**config.mk**
```make
export PLATFORM = sky130hd
export DESIGN_NAME = lbr_ctrl
export DESIGN_NICKNAME = d
export VERILOG_FILES = /design/src/lbr_pkg.sv /design/src/lbr_ctrl.sv
export SDC_FILE = /design/constraint.sdc
export NUM_CORES = 1
export LEC_CHECK = 0
export ABC_AREA = 1
export BUFFER_PORTS_ARGS = -buffer_cell sky130_fd_sc_hd__buf_2
export CORE_AREA = 2 2 39 41
export CTS_BUF_LIST = sky130_fd_sc_hd__clkbuf_16
export DETAILED_ROUTE_END_ITERATION = 8
export DIE_AREA = 0 0 41 43
export PLACE_DENSITY = 0.6
export SYNTH_ARGS = -nofsm -noshare
export SYNTH_HDL_FRONTEND = slang
export SYNTH_SLANG_ARGS = --single-unit
```
**constraint.sdc**
```tcl
create_clock -name clk -period 1.3 [get_ports clk]
set_input_delay 0.13 -clock clk [delete_from_list [all_inputs] [get_ports clk]]
set_output_delay 0.13 -clock clk [all_outputs]
set_load 0.05 [all_outputs]
```
**src/lbr_pkg.sv**
```systemverilog
// Shared types and constants of the lazy block RAM bus device.
`default_nettype none

package lbr_pkg;

	localparam int ADDR_W    = 32;
	localparam int CNT_W     = 4;
	localparam int DATA_W    = 64;
	localparam int ROW_BYTES = 8;

	localparam logic CMD_READ  = 1'b0;
	localparam logic CMD_WRITE = 1'b1;

	typedef enum logic [1:0] {
		ST_OK       = 2'd0,
		ST_UNMAPPED = 2'd1,
		ST_FAULT    = 2'd2
	} status_t;

	// controller -> datapath
	typedef struct packed {
		logic load;
		logic go_first;
		logic go_second;
		logic clr_start;
		logic clr_step;
		logic clr_done;
		logic wr_req;
		logic rd_req;
		logic rd_cap;
		logic finish;
	} dp_cmd_t;

	// datapath -> controller
	typedef struct packed {
		logic unmapped;
		logic empty;
		logic two_rows;
		logic on_second;
		logic is_write;
		logic alloc_hit;
		logic clr_last;
		logic out_free;
	} dp_stat_t;

endpackage

`default_nettype wire

```
**src/lbr_ctrl.sv**
```systemverilog
// Sequencing controller of the lazy block RAM bus device.
`default_nettype none

module lbr_ctrl (
	input  wire logic             clk,
	input  wire logic             arst_n,
	input  wire logic             in_valid,
	output logic                  in_ready,
	input  wire lbr_pkg::dp_stat_t stat,
	output lbr_pkg::dp_cmd_t       cmd
);

	typedef enum logic [2:0] {
		S_IDLE,
		S_CHECK,
		S_PROBE,
		S_CLEAR,
		S_WRITE,
		S_RDWAIT,
		S_DONE
	} state_t;

	state_t state_q;
	logic   in_ready_q;
	logic   more_row;

	assign in_ready = in_ready_q;
	assign more_row = stat.two_rows && !stat.on_second;

	always_ff @(posedge clk or negedge arst_n) begin
		if (!arst_n) begin
			state_q    <= S_IDLE;
			in_ready_q <= 1'b1;
		end else begin
			case (state_q)
				S_IDLE: begin
					if (in_valid && in_ready_q) begin
						state_q    <= S_CHECK;
						in_ready_q <= 1'b0;
					end
				end
				S_CHECK: begin
					if (stat.unmapped || stat.empty) state_q <= S_DONE;
					else                             state_q <= S_PROBE;
				end
				S_PROBE: begin
					if (!stat.is_write)     state_q <= S_RDWAIT;
					else if (stat.alloc_hit) state_q <= S_WRITE;
					else                    state_q <= S_CLEAR;
				end
				S_CLEAR: begin
					if (stat.clr_last) state_q <= S_WRITE;
				end
				S_WRITE, S_RDWAIT: begin
					if (more_row) state_q <= S_PROBE;
					else          state_q <= S_DONE;
				end
				S_DONE: begin
					if (stat.out_free) begin
						state_q    <= S_IDLE;
						in_ready_q <= 1'b1;
					end
				end
				default: begin
					state_q    <= S_IDLE;
					in_ready_q <= 1'b1;
				end
			endcase
		end
	end

	always_comb begin
		cmd           = '0;
		cmd.load      = (state_q == S_IDLE) && in_valid && in_ready_q;
		cmd.go_first  = (state_q == S_CHECK) && !(stat.unmapped || stat.empty);
		cmd.clr_start = (state_q == S_PROBE) && stat.is_write && !stat.alloc_hit;
		cmd.rd_req    = (state_q == S_PROBE) && !stat.is_write;
		cmd.clr_step  = (state_q == S_CLEAR);
		cmd.clr_done  = (state_q == S_CLEAR) && stat.clr_last;
		cmd.wr_req    = (state_q == S_WRITE);
		cmd.rd_cap    = (state_q == S_RDWAIT);
		cmd.go_second = ((state_q == S_WRITE) || (state_q == S_RDWAIT)) && more_row;
		cmd.finish    = (state_q == S_DONE) && stat.out_free;
	end

endmodule

`default_nettype wire

```
==> results_dict.tcl <==
set metrics [dict create \
    cts_num_sinks 4 \
    post-route-util_pct 57.1 \
    wl_met1_um 448 \
    syn_nets 71 \
    pre_cts_ws_ps 18.5 \
    p_seq_share_pct 13.8 \
    wl_met2_um 592 \
    die_h_um 43 \
    power_mw 2.20 \
    cp_max_fo 4 \
    crit_required_ps 1170 \
    fp.coreArea_mm2 0.00138 \
    async_flop_share_pct 100 \
    seq_area_frac_synth_pct 28.0 \
    finalClockSkew_ps 3.28 \
    drive_above_1_share_pct 64.2 \
    htreeDepth 1 \
    num_vias 499 \
    antenna_found_initial 0 \
    yosys-top-cells-count "nand2_1, nor2_1, inv_1" \
    worst_slew_pin_slew_ps 246 \
    post-dp-hpwl_um 775 \
    status "complete, but fails checks" \
    p_int_mw 1.17 \
    violations "negative setup slack" \
    fillers 125 \
    synthFlopType "dfrtp_1" \
    hold_ws_ps 218 \
    cts_tree "done" \
    top_layer "met4" \
    yosys.area.top_type "dfrtp_1" \
    io_buffers 21 \
    power.switching_mw 1.03 \
    dr.pass1.iters 4 \
    dieArea_mm2 0.00176 \
    grt_max_degree 9 \
    synthCells 60 \
    drc 0 \
    setup_viol 8 \
    p_sw_share_pct 46.7 \
    synth_top_area_share_pct 20.8 \
    first_iter_violations 10 \
    fmax_ghz 0.738 \
    vdd_ir_drop_max_uv 1260 \
    worst_ep_arrival_time_ps 1220 \
    cts-root-buf "clkbuf_16" \
    synth_area_um2 362 \
    synth.distinct_cells 13 \
    drt-total-wl_um 1150 \
    period_share_pct 104 \
    start_util_pct 26.1 \
    clkTransAtPathRegs_ps 30 \
    avgViaCountPerCell 4.50 \
    synth_edf_count 0 \
    finalHoldViolCount 0 \
    route.met3.wl_um 85 \
    synth-seq-cells 4 \
    gp_congestion 0.762 \
    setup_tns_ps -207 \
    synth_most_common_cell "nand2_1" \
    min_path_type "primary input to flop" \
    overflow 0 \
    clockBufferDepth 2 \
    grt_pass1_wl_um 1830 \
    antenna_cells 0 \
    chipWidth_um 41 \
    synth_area_leaders "dfrtp_1, nand2_1, nor2_1" \
    combPwrFrac_pct 63.4 \
    critPathCaptureType "output port" \
    p_per_area_mw_per_mm2 2780 \
    stdcell_area_um2 790 \
    maxCapViolCount 0 \
    num_rows 14 \
    placedInstanceArea_um2 546 \
    slew_violations 0 \
    post-route-min-period_ps 1350 \
    cts_buffers 3 \
    grt_pass1_vias 433 \
    dp_cells 101 \
    path_class "flop to output port" \
    clock_power_share_pct 22.8 \
    leakage_nw 0.405 \
    setup_slack_ps -54.3 \
    startpoint_type "flop" \
    avgSynthCellArea_um2 6.03 \
    wl_per_cell_um 10.4 \
    drt.antenna.violating_nets 0 \
    area_growth_pct 118 \
    stdcell_count 111 \
    layout.nets 107 \
    clock_latency_ps 230 \
    yosys_warnings 0 \
    relSlewSlack_pct 83.7 \
    num_io_pins 22 \
    rsz0062_at_grt "yes" \
    grtUsageTotal_pct 15.6 \
]
==> critical path, stage by stage (launching register included) <==
cell and delay (ps):
dfrtp_1 420, buf_6 160, nor2_4 80, nand2_1 70
nor2_2 100, buf_6 160
==> sequential cells by signal (all words and copies together), names as in the netlist <==
signal    flops
in_ready      1
state_q       3
==> path summary, 6_finish.rpt <==
kind                       startpoint         end  slack [ps]  cells after the start
max                        state_q[2]      cmd[4]         -50                      5
min                           stat[2]  state_q[0]         220                      4
max reg2reg                state_q[2]  state_q[2]          80                      8
min reg2reg                  in_ready    in_ready         510                      2
max in group asynchronous      arst_n    in_ready         850                      2
min in group asynchronous      arst_n  state_q[0]         240                      2
==> power groups by stage <==
stage	Clock, mW	Combinational (mW)	Sequential, mW
floorplan	0	0.727	0.330
global placement	0	1.02	0.281
detailed placement	0	1.04	0.283
CTS	0.508	1.27	0.306
global route	0.518	1.49	0.316
finish	0.501	1.39	0.304
==> cell families (layout without fill, tap and decap cells) <==
logic type / count (synthesis) / count (layout) / share of synthesized area, %
compound gates: 3 / 3 / 4.15
buf+inv: 11 / 46 / 13.5
flops: 4 / 4 / 28.0
simple gates: 42 / 42 / 54.3
==> repair_timing <==
item | 4_1_cts | 5_1_grt
resized for setup | 29 | 10
setup endpoints to repair | 10 | 10
buffers inserted | 3 | 2
pin swaps | 4 | 4
endpoints found under the hold margin | 4 | 0
hold buffers | 1 | 0
==> placed cells by master, fill, tap and decap left out <==
| cell type | count |
|---|---|
| nand2_1 | 12 |
| buf_2 | 11 |
| buf_6 | 10 |
| inv_1 | 8 |
| buf_4 | 8 |
| nor2_4 | 6 |
| nand2_2 | 6 |
| nor2_1 | 5 |
| nor2_2 | 5 |
| nand3_1 | 3 |
| o21ai_1 | 3 |
| clkbuf_16 | 3 |
| inv_2 | 2 |
| nor3_2 | 2 |
| nand3_2 | 2 |
| buf_8 | 2 |
| dfrtp_2 | 2 |
| nand2_4 | 1 |
| clkinv_1 | 1 |
| dlygate4sd3_1 | 1 |
| dfstp_2 | 1 |
| dfrtp_1 | 1 |
==> routing by layer <==
layer / global-route usage [%] / vias to the layer above
met2: 24.4 / 18
met1: 17.2 / 227
li1: - / 251
met4: 10.0 / 0
met5: 0 / -
met3: 4.71 / 3
==> layout make-up <==
class | instances | area, µm² | area share, %
Inverter | 10 | 37.5 | 4.75
Tap cell | 16 | 20.0 | 2.54
Multi-Input combinational cell | 45 | 282 | 35.7
Timing Repair Buffer | 32 | 268 | 33.9
Clock inverter | 1 | 3.75 | 0.475
Clock buffer | 3 | 75.1 | 9.51
Sequential cell | 4 | 104 | 13.2
Note: power is estimated with default switching activity, not from simulation.
